===== config.mk =====
export PLATFORM = sky130hd
export DESIGN_NAME = ctcss_dds_tone_generator_unit_flat
export DESIGN_NICKNAME = d
export VERILOG_FILES = /design/src/rtl/core/ctcss_pkg.sv /design/src/rtl/core/ctcss_req_if.sv /design/src/rtl/core/ctcss_rsp_if.sv /design/src/rtl/core/ctcss_dds_tone_generator_unit.sv /design/src/flat_wrapper.sv
export VERILOG_INCLUDE_DIRS = /design/src /design/src/rtl/core
export SDC_FILE = /design/constraint.sdc
export NUM_CORES = 1
export LEC_CHECK = 0
export BUFFER_PORTS_ARGS = -buffer_cell sky130_fd_sc_hd__buf_4
export CAP_MARGIN = 20
export CORE_MARGIN = 3
export CORE_UTILIZATION = 60
export DETAILED_ROUTE_END_ITERATION = 8
export PLACE_DENSITY = 0.77
export SLEW_MARGIN = 20
export SYNTH_ARGS = -nofsm -noshare
export SYNTH_HDL_FRONTEND = slang
export SYNTH_SLANG_ARGS = --single-unit

===== constraint.sdc =====
create_clock -name clock -period 11.7 [get_ports clock]
set_input_delay 0.585 -clock clock [delete_from_list [all_inputs] [get_ports clock]]
set_output_delay 0.585 -clock clock [all_outputs]
set_load 0.01 [all_outputs]

===== src/rtl/core/ctcss_dds_tone_generator_unit_assert.svh =====
// Assertion macros for the CTCSS tone generator, with empty forms for synthesis.
`ifndef CTCSS_DDS_TONE_GENERATOR_UNIT_ASSERT_SVH
`define CTCSS_DDS_TONE_GENERATOR_UNIT_ASSERT_SVH

`ifndef SYNTH

// Same-cycle implication, sampled on clock, off during reset
`define CTCSS_ASSERT_NOW(label, ante, cons) \
   label: assert property (@(posedge clock) disable iff (reset) (ante) |-> (cons)) \
      else $error("ctcss tone generator: assertion failed");

// Next-cycle implication, sampled on clock, off during reset
`define CTCSS_ASSERT_NEXT(label, ante, cons) \
   label: assert property (@(posedge clock) disable iff (reset) (ante) |=> (cons)) \
      else $error("ctcss tone generator: assertion failed");

`else

`define CTCSS_ASSERT_NOW(label, ante, cons)
`define CTCSS_ASSERT_NEXT(label, ante, cons)

`endif

`endif


===== src/rtl/core/ctcss_pkg.sv =====
// Package: command codes, tuning word table and sine ROM for the CTCSS tone generator.
package ctcss_pkg;

   // Command codes carried in the kind field of a request beat
   typedef enum logic [2:0] {
      KIND_TICK    = 3'd0,
      KIND_TONE_ON = 3'd1,
      KIND_SELECT  = 3'd2,
      KIND_RESUME  = 3'd3,
      KIND_OFF     = 3'd4,
      KIND_TOGGLE  = 3'd5
   } kind_type;

   localparam int KIND_BITS  = 3;
   localparam int TONE_BITS  = 6;
   localparam int DUTY_BITS  = 8;
   localparam int TUNE_BITS  = 32;
   localparam int TUNE_LEN   = 39;
   localparam int WIDE_BITS  = 48;
   localparam int ROM_BITS   = 8;
   localparam int ROM_DEPTH  = 256;

   // Tuning words for a 32-bit accumulator; entry 0 is no tone
   localparam logic [TUNE_BITS-1:0] TUNE_TABLE [TUNE_LEN] = '{
      32'd0,        32'd9172440,  32'd9843260,  32'd10185515, 32'd10541460,
      32'd10911096, 32'd11294422, 32'd11691438, 32'd12115834, 32'd12526541,
      32'd12978317, 32'd13334263, 32'd13690208, 32'd14169366, 32'd14675903,
      32'd15182441, 32'd15716359, 32'd16263967, 32'd16838956, 32'd17427635,
      32'd18043694, 32'd18687134, 32'd19344264, 32'd20015084, 32'd20726975,
      32'd21452556, 32'd22205518, 32'd22985860, 32'd23793582, 32'd24628685,
      32'd25491168, 32'd26394722, 32'd27859574, 32'd28845269, 32'd29858344,
      32'd30898800, 32'd31980326, 32'd33102924, 32'd34266591
   };

   // One period of sine, offset binary, peak 254
   localparam logic [DUTY_BITS-1:0] SINE_ROM [ROM_DEPTH] = '{
      8'd127,8'd130,8'd133,8'd136,8'd139,8'd143,8'd146,8'd149,
      8'd152,8'd155,8'd158,8'd161,8'd164,8'd167,8'd170,8'd173,
      8'd176,8'd178,8'd181,8'd184,8'd187,8'd190,8'd192,8'd195,
      8'd198,8'd200,8'd203,8'd205,8'd208,8'd210,8'd212,8'd215,
      8'd217,8'd219,8'd221,8'd223,8'd225,8'd227,8'd229,8'd231,
      8'd233,8'd234,8'd236,8'd238,8'd239,8'd240,8'd242,8'd243,
      8'd244,8'd245,8'd247,8'd248,8'd249,8'd249,8'd250,8'd251,
      8'd252,8'd252,8'd253,8'd253,8'd253,8'd254,8'd254,8'd254,
      8'd254,8'd254,8'd254,8'd254,8'd253,8'd253,8'd253,8'd252,
      8'd252,8'd251,8'd250,8'd249,8'd249,8'd248,8'd247,8'd245,
      8'd244,8'd243,8'd242,8'd240,8'd239,8'd238,8'd236,8'd234,
      8'd233,8'd231,8'd229,8'd227,8'd225,8'd223,8'd221,8'd219,
      8'd217,8'd215,8'd212,8'd210,8'd208,8'd205,8'd203,8'd200,
      8'd198,8'd195,8'd192,8'd190,8'd187,8'd184,8'd181,8'd178,
      8'd176,8'd173,8'd170,8'd167,8'd164,8'd161,8'd158,8'd155,
      8'd152,8'd149,8'd146,8'd143,8'd139,8'd136,8'd133,8'd130,
      8'd127,8'd124,8'd121,8'd118,8'd115,8'd111,8'd108,8'd105,
      8'd102,8'd99, 8'd96, 8'd93, 8'd90, 8'd87, 8'd84, 8'd81,
      8'd78, 8'd76, 8'd73, 8'd70, 8'd67, 8'd64, 8'd62, 8'd59,
      8'd56, 8'd54, 8'd51, 8'd49, 8'd46, 8'd44, 8'd42, 8'd39,
      8'd37, 8'd35, 8'd33, 8'd31, 8'd29, 8'd27, 8'd25, 8'd23,
      8'd21, 8'd20, 8'd18, 8'd16, 8'd15, 8'd14, 8'd12, 8'd11,
      8'd10, 8'd9,  8'd7,  8'd6,  8'd5,  8'd5,  8'd4,  8'd3,
      8'd2,  8'd2,  8'd1,  8'd1,  8'd1,  8'd0,  8'd0,  8'd0,
      8'd0,  8'd0,  8'd0,  8'd0,  8'd1,  8'd1,  8'd1,  8'd2,
      8'd2,  8'd3,  8'd4,  8'd5,  8'd5,  8'd6,  8'd7,  8'd9,
      8'd10, 8'd11, 8'd12, 8'd14, 8'd15, 8'd16, 8'd18, 8'd20,
      8'd21, 8'd23, 8'd25, 8'd27, 8'd29, 8'd31, 8'd33, 8'd35,
      8'd37, 8'd39, 8'd42, 8'd44, 8'd46, 8'd49, 8'd51, 8'd54,
      8'd56, 8'd59, 8'd62, 8'd64, 8'd67, 8'd70, 8'd73, 8'd76,
      8'd78, 8'd81, 8'd84, 8'd87, 8'd90, 8'd93, 8'd96, 8'd99,
      8'd102,8'd105,8'd108,8'd111,8'd115,8'd118,8'd121,8'd124
   };

   // Look up the table word; tone numbers without an entry give zero
   function automatic logic [TUNE_BITS-1:0] tune_word(input logic [TONE_BITS-1:0] id);
      logic [TUNE_BITS-1:0] word;
      word = '0;
      if (id < TONE_BITS'(TUNE_LEN)) begin
         word = TUNE_TABLE[id];
      end
      return word;
   endfunction

endpackage


===== src/rtl/core/ctcss_req_if.sv =====
// Request channel interface: sample ticks and commands.
interface ctcss_req_if;
   logic                                valid;
   logic                                ready;
   logic [ctcss_pkg::KIND_BITS-1:0]     kind;
   logic [ctcss_pkg::TONE_BITS-1:0]     tone_id;

   modport source (output valid, output kind, output tone_id, input ready);
   modport sink   (input valid, input kind, input tone_id, output ready);
endinterface


===== src/rtl/core/ctcss_rsp_if.sv =====
// Response channel interface: duty value and tone status.
interface ctcss_rsp_if;
   logic                                valid;
   logic                                ready;
   logic [ctcss_pkg::DUTY_BITS-1:0]     pwm_duty;
   logic                                tone_active;
   logic [ctcss_pkg::TONE_BITS-1:0]     reported_tone;

   modport source (output valid, output pwm_duty, output tone_active,
                   output reported_tone, input ready);
   modport sink   (input valid, input pwm_duty, input tone_active,
                   input reported_tone, output ready);
endinterface


===== src/rtl/core/ctcss_dds_tone_generator_unit.sv =====
// The response beat is registered: it appears in the cycle after its request beat is accepted.
// Throughput: one beat per cycle; the path is one accumulator add feeding the sine ROM.
// The response register frees on the cycle it is taken, so a stalled output stalls input.
// Reset (synchronous, active high) clears the accumulator, tuning word, on/off state,
// selected tone, held duty and the response valid flag.
`include "ctcss_dds_tone_generator_unit_assert.svh"

module ctcss_dds_tone_generator_unit #(
   parameter int PHASE_BITS     = 32,
   parameter int SINE_ADDR_BITS = 8,
   parameter int NUM_TONES      = 39
) (
   input  logic              clock,
   input  logic              reset,
   ctcss_req_if.sink         req_chan,
   ctcss_rsp_if.source       rsp_chan
);

   localparam int TB = ctcss_pkg::TONE_BITS;
   localparam int RB = ctcss_pkg::ROM_BITS;

   // State
   logic [PHASE_BITS-1:0]               phase_ff, phase_in;
   logic [PHASE_BITS-1:0]               tuning_ff, tuning_in;
   logic                                enabled_ff, enabled_in;
   logic [TB-1:0]                       tone_ff, tone_in;
   logic [ctcss_pkg::DUTY_BITS-1:0]     duty_ff, duty_in;
   logic                                rsp_valid_ff;

   logic                                req_accept;
   logic [PHASE_BITS-1:0]               phase_sum;
   logic [RB-1:0]                       rom_addr;
   logic [ctcss_pkg::DUTY_BITS-1:0]     sine_sample;
   logic                                req_ok, sel_ok;
   logic [PHASE_BITS-1:0]               req_word, sel_word;

   // Tone number is usable when below the tone count
   function automatic logic tone_valid(input logic [TB-1:0] id);
      return {1'b0, id} < (TB+1)'(NUM_TONES);
   endfunction

   // Table word fitted to the accumulator width
   function automatic logic [PHASE_BITS-1:0] tone_word(input logic [TB-1:0] id);
      logic [ctcss_pkg::WIDE_BITS-1:0] wide;
      wide = ctcss_pkg::WIDE_BITS'(ctcss_pkg::tune_word(id));
      return wide[PHASE_BITS-1:0];
   endfunction

   // Accept while the response register is empty or being drained
   assign req_accept  = req_chan.valid && req_chan.ready;
   assign req_chan.ready = !rsp_valid_ff || rsp_chan.ready;

   // Advance the accumulator and scale its top bits to the ROM address
   assign phase_sum = phase_ff + tuning_ff;

   generate
      if (SINE_ADDR_BITS >= RB) begin : g_addr_drop
         assign rom_addr = phase_sum[PHASE_BITS-1 -: RB];
      end else begin : g_addr_shift
         assign rom_addr = {phase_sum[PHASE_BITS-1 -: SINE_ADDR_BITS],
                            {(RB-SINE_ADDR_BITS){1'b0}}};
      end
   endgenerate

   assign sine_sample = ctcss_pkg::SINE_ROM[rom_addr];

   // Start-tone candidates for the requested and the selected number
   assign req_ok   = tone_valid(req_chan.tone_id);
   assign sel_ok   = tone_valid(tone_ff);
   assign req_word = tone_word(req_chan.tone_id);
   assign sel_word = tone_word(tone_ff);

   // Decode the command and form the next state
   always_comb begin
      phase_in   = phase_ff;
      tuning_in  = tuning_ff;
      enabled_in = enabled_ff;
      tone_in    = tone_ff;
      duty_in    = duty_ff;
      case (ctcss_pkg::kind_type'(req_chan.kind))
         ctcss_pkg::KIND_TICK: begin
            if (enabled_ff) begin
               phase_in = phase_sum;
               duty_in  = sine_sample;
            end
         end
         ctcss_pkg::KIND_TONE_ON: begin
            enabled_in = req_ok;
            tone_in    = req_ok ? req_chan.tone_id : '0;
            tuning_in  = req_ok ? req_word : '0;
         end
         ctcss_pkg::KIND_SELECT: begin
            if (enabled_ff) begin
               enabled_in = req_ok;
               tone_in    = req_ok ? req_chan.tone_id : '0;
               tuning_in  = req_ok ? req_word : '0;
            end else begin
               tone_in = req_chan.tone_id;
            end
         end
         ctcss_pkg::KIND_RESUME: begin
            enabled_in = sel_ok;
            tone_in    = sel_ok ? tone_ff : '0;
            tuning_in  = sel_ok ? sel_word : '0;
         end
         ctcss_pkg::KIND_OFF: begin
            enabled_in = 1'b0;
         end
         ctcss_pkg::KIND_TOGGLE: begin
            if (enabled_ff) begin
               enabled_in = 1'b0;
            end else begin
               enabled_in = sel_ok;
               tone_in    = sel_ok ? tone_ff : '0;
               tuning_in  = sel_ok ? sel_word : '0;
            end
         end
         default: begin
         end
      endcase
   end

   // Update state on an accepted beat
   always_ff @(posedge clock) begin
      if (reset) begin
         phase_ff   <= '0;
         tuning_ff  <= '0;
         enabled_ff <= 1'b0;
         tone_ff    <= '0;
         duty_ff    <= '0;
      end else if (req_accept) begin
         phase_ff   <= phase_in;
         tuning_ff  <= tuning_in;
         enabled_ff <= enabled_in;
         tone_ff    <= tone_in;
         duty_ff    <= duty_in;
      end
   end

   // Hold the response beat until taken
   always_ff @(posedge clock) begin
      if (reset) begin
         rsp_valid_ff <= 1'b0;
      end else if (req_accept) begin
         rsp_valid_ff <= 1'b1;
      end else if (rsp_chan.ready) begin
         rsp_valid_ff <= 1'b0;
      end
   end

   assign rsp_chan.valid         = rsp_valid_ff;
   assign rsp_chan.pwm_duty      = duty_ff;
   assign rsp_chan.tone_active   = enabled_ff;
   assign rsp_chan.reported_tone = enabled_ff ? tone_ff : '0;

   // Checks
   `CTCSS_ASSERT_NOW(a_off_reports_none,
      rsp_valid_ff && !rsp_chan.tone_active,
      rsp_chan.reported_tone == '0)
   `CTCSS_ASSERT_NOW(a_on_tone_in_range, enabled_ff, tone_valid(tone_ff))
   `CTCSS_ASSERT_NEXT(a_tick_off_holds,
      req_accept && !enabled_ff && req_chan.kind == ctcss_pkg::KIND_TICK,
      $stable(phase_ff) && $stable(duty_ff))
   `CTCSS_ASSERT_NEXT(a_bad_tone_turns_off,
      req_accept && !req_ok && req_chan.kind == ctcss_pkg::KIND_TONE_ON,
      !enabled_ff && tuning_ff == '0)

endmodule


===== src/flat_wrapper.sv =====
// flat-port wrapper written by rule: the top's interface ports become plain ports
module ctcss_dds_tone_generator_unit_flat 
#(
   parameter int PHASE_BITS     = 32,
   parameter int SINE_ADDR_BITS = 8,
   parameter int NUM_TONES      = 39
)
  (clock, reset, req_chan_valid, req_chan_kind, req_chan_tone_id, req_chan_ready, rsp_chan_valid, rsp_chan_pwm_duty, rsp_chan_tone_active, rsp_chan_reported_tone, rsp_chan_ready);
  ctcss_req_if req_chan_i ();
  ctcss_rsp_if rsp_chan_i ();
  input  logic clock;
  input  logic reset;
  input wire logic [$bits(req_chan_i.valid)-1:0] req_chan_valid;
  input wire logic [$bits(req_chan_i.kind)-1:0] req_chan_kind;
  input wire logic [$bits(req_chan_i.tone_id)-1:0] req_chan_tone_id;
  output wire logic [$bits(req_chan_i.ready)-1:0] req_chan_ready;
  output wire logic [$bits(rsp_chan_i.valid)-1:0] rsp_chan_valid;
  output wire logic [$bits(rsp_chan_i.pwm_duty)-1:0] rsp_chan_pwm_duty;
  output wire logic [$bits(rsp_chan_i.tone_active)-1:0] rsp_chan_tone_active;
  output wire logic [$bits(rsp_chan_i.reported_tone)-1:0] rsp_chan_reported_tone;
  input wire logic [$bits(rsp_chan_i.ready)-1:0] rsp_chan_ready;
  assign req_chan_i.valid = req_chan_valid;
  assign req_chan_i.kind = req_chan_kind;
  assign req_chan_i.tone_id = req_chan_tone_id;
  assign req_chan_ready = req_chan_i.ready;
  assign rsp_chan_valid = rsp_chan_i.valid;
  assign rsp_chan_pwm_duty = rsp_chan_i.pwm_duty;
  assign rsp_chan_tone_active = rsp_chan_i.tone_active;
  assign rsp_chan_reported_tone = rsp_chan_i.reported_tone;
  assign rsp_chan_i.ready = rsp_chan_ready;
  ctcss_dds_tone_generator_unit #(.PHASE_BITS(PHASE_BITS), .SINE_ADDR_BITS(SINE_ADDR_BITS), .NUM_TONES(NUM_TONES)) u_core (.clock(clock), .reset(reset), .req_chan(req_chan_i), .rsp_chan(rsp_chan_i));
endmodule

==> metrics.md <==
| Metric | Value |
|---|---|
| DR pass1 iterations | `7` |
| WL per Instance | `20.2 um` |
| Antenna viol nets, final | `0` |
| WP data arrival | `5.10 ns` |
| Final setup fails | `0` |
| Mean Syn Cell Area | `6.60 um^2` |
| CP required | `11.95 ns` |
| Largest net degree at the start of global routing | `78` |
| Slew margin rel. | `0.331` |
| Tot GR Track Use | `0.353` |
| Worst setup path start | `u_core.tuning_ff[0]$_SDFFE_PP0P_` |
| Total CTS buffers | `9` |
| Vias | `11500` |
| Hold Buf Count CTS | `0` |
| Die ar. | `18100 um^2` |
| RSZ-0062 raised after global routing | `false` |
| Max cap viols | `0` |
| Worst-Margin Slew | `0.997 ns` |
| Post-CTS Resized | `0` |
| Number of synthesized flops with an enable pin | `0` |
| Hold path start | `u_core.phase_ff[10]$_SDFFE_PP0P_` |
| Number of global-route vias before repair | `9914` |
| Reg2reg end | `u_core.rsp_chan.pwm_duty[3]$_SDFFE_PP0P_` |
| Area after DPL | `9920 um^2` |
| CP Launch Type | `register` |
| DR iter-0 viols | `1605` |
| Pwr Density | `74.1 nW/um^2` |
| Clock root buffer | `clkbuf_16` |
| CTS Sinks | `74` |
| Post-synth ARST share | `0` |
| CTS Buffer Depth | `2` |
| Setup Crit Path Kind | `register to register` |
| Synth warnings | `0` |
| TNS Setup | `0 ns` |
| Worst Hold Path EP | `u_core.phase_ff[10]$_SDFFE_PP0P_` |
| Io pins | `30` |
| Cell count after synthesis | `1500` |
| Gr ovfl total | `0` |
| Sequential area share after synthesis | `0.150` |
| Setup crit end kind | `register` |
| Min-Delay Path Depth | `2` |
| Prevailing post-synth register cell | `dfxtp_1` |
| FF-to-FF Start | `u_core.tuning_ff[0]$_SDFFE_PP0P_` |
| P&R area growth vs syn | `3.39%` |
| Worst Skew | `0.0122 ns` |
| Reg clk slew, reported paths | `0.07 ns` |
| First-pass GRT wire length | `52.5 mm` |
| Synthesized Nets | `1575` |
| Final hold viol count | `0` |
| Total power | `0.000758 W` |
| Hold WC Path Type | `register to register` |
| TritonCTS clock tree | `done` |
| Post-Route WL | `33.1 mm` |
| Initial Util | `0.619` |
| Post-layout nets | `1493` |
| Yosys reg bits | `74` |
| Flop2flop setup slack | `6.85 ns` |
| Post-route minimum period | `4.85 ns` |
| Antenna violations before repair | `0` |
| Post-synth cell types | `96` |
| Max frequency | `206 MHz` |
| ANT cells | `0` |
| Worst Reg2Reg Path Length in Cells | `17` |
| Outcome | `completed` |
| Design area | `10200 um^2` |
| Critical path peak fanout | `20` |
| H-Tree Depth | `3` |
| Skew-Pair Late Insertion Delay | `0.35 ns` |
| Die W | `134 um` |
| DRC viols | `0` |
| Final worst-path cycle share | `0.414` |
| DP Cell Count | `1623` |
| Input/output buffers | `29` |
| Half-perimeter wire length after placement | `22.7 mm` |
| Leakage | `3.88 nW` |
| Max Slew Vio Count | `0` |
| Row count | `46` |
| Die height | `134 um` |
| VDD IR max | `0.0000802 V` |
| DR vias/cell | `7.01` |
| Core area | `16000 um^2` |
| Fin util | `0.640` |
| GPL Wtd Cong | `0.973` |
| Post-CTS setup repair buffer count | `0` |
| Filler Cell Count | `1526` |
| Fin cells | `1639` |
| Layout cells sized above 1 | `0.0738` |
| Mapped cell area | `9900 um^2` |
cells by family after synthesis:
family | Yosys count | synth area share
AO/OA/AOI/OAI | 579 | 0.387
AND/OR/NAND/NOR | 565 | 0.258
buffers and inverters | 170 | 0.0718
flip-flops | 74 | 0.150
adder cells (fa/ha/maj) | 62 | 0.0791
XOR/XNOR | 27 | 0.0239
multiplexers | 23 | 0.0300
cells in the mapped netlist, drive strengths merged, types with 6 or more instances:
cell       n  area, um^2
a2111oi    7        86.3
a211o      9        78.8
a211oi    50         393
a21o      16         120
a21oi    164         836
a221oi    22         199
a311oi    14         123
a31oi     38         238
and2      18         115
and3      10        62.6
buf       51         264
clkbuf    88         330
dfxtp     74        1480
ha        61         763
inv       28         105
mux2i     15         150
nand2    204         773
nand2b    14        87.6
nand3     42         210
nand3b     6        45.0
nand4     10        62.6
nor2     173         662
nor2b      9        56.3
nor3      49         250
nor4       7        65.1
o2111ai    7        61.3
o211ai    23         193
o21a      10        75.1
o21ai    134         674
o221ai    12         105
o22ai     12        81.3
o31ai     12        90.1
or3       11        68.8
xnor2     15         131
xor2      12         105
sequential cells by signal (all words and copies together), names as in the netlist:
| name | cells |
|---|---|
| u_core.tone_ff | 6 |
| u_core.phase_ff | 32 |
| u_core.rsp_chan.pwm_duty | 8 |
| u_core.tuning_ff | 26 |
| u_core.rsp_chan.tone_active | 1 |
| u_core.rsp_chan.valid | 1 |
how the worst max path moves through the flow:
stage / cells past startpoint / slack (ns) / to
after floorplan: 19 / 7.55 / u_core.rsp_chan.pwm_duty[3]$_SDFFE_PP0P_
after global placement: 17 / 7.17 / u_core.rsp_chan.pwm_duty[3]$_SDFFE_PP0P_
after detailed placement: 18 / 7.01 / u_core.rsp_chan.pwm_duty[3]$_SDFFE_PP0P_
after CTS: 17 / 6.98 / u_core.rsp_chan.pwm_duty[3]$_SDFFE_PP0P_
after global routing: 17 / 6.55 / u_core.rsp_chan.pwm_duty[3]$_SDFFE_PP0P_
final: 17 / 6.85 / u_core.rsp_chan.pwm_duty[3]$_SDFFE_PP0P_
placed cells by master (no fill, tap or decap), types with 6 or more instances in the layout:
cell,n
a211o_1,9
a211oi_1,48
a21o_1,16
a21oi_1,160
a221oi_1,21
a311oi_1,14
a31oi_1,38
and2_1,16
and3_1,10
buf_4,46
clkbuf_16,9
dfxtp_1,73
ha_1,61
inv_1,27
mux2i_1,15
nand2_1,203
nand2b_1,14
nand3_1,42
nand3b_1,6
nand4_1,10
nor2_1,170
nor2b_1,9
nor3_1,48
o2111ai_1,7
o211ai_1,19
o21a_1,10
o21ai_0,118
o21ai_1,15
o221ai_1,12
o22ai_1,11
o31ai_1,12
or3_1,11
xnor2_1,15
xor2_1,12
stage by stage:
stage	setup slack (ns)	hold WS (ns)
2_1_floorplan	7.55	0.436
5_1_grt	6.55	0.478
3_3_place_gp	7.17	0.444
4_1_cts	6.98	0.459
6_report	6.85	0.456
3_5_place_dp	7.01	0.451
critical path, stage by stage (launching register included):
cell and delay, ns:
dfxtp_1 0.33, ha_1 0.17, inv_1 0.05, fa_1 0.38, nand2b_1 0.21, a21oi_1 0.24, o211ai_1 0.23, a21o_1 0.27
a22oi_1 0.30, o211ai_2 0.46, inv_1 0.35, ha_1 0.42, inv_1 0.19, mux4_2 0.48, a21oi_1 0.16, o41ai_1 0.10
o311a_1 0.14, o41ai_2 0.27
per-layer routing:
metal	global-route usage	vias to the layer above	wire, um
met5	0	-	0
met4	0.160	0	1650
met3	0.0596	134	3280
met2	0.541	747	14500
met1	0.486	5210	13700
li1	-	5405	-
layout make-up:
type	instances	area, um^2	share of cell area
Inverter	31	116	0.0114
Sequential cell	74	1480	0.145
Clock inverter	5	60.1	0.00587
Clock buffer	11	253	0.0247
Tap cell	216	270	0.0264
Multi-Input combinational cell	1256	7710	0.753
Timing Repair Buffer	46	345	0.0337
power by group:
group,internal (W),total (W),switching [W]
Sequential,0.000260,0.000268,0.00000816
Combinational,0.0000648,0.000196,0.000132
Clock,0.000178,0.000293,0.000116
Note: power is estimated with default switching activity, not from simulation.
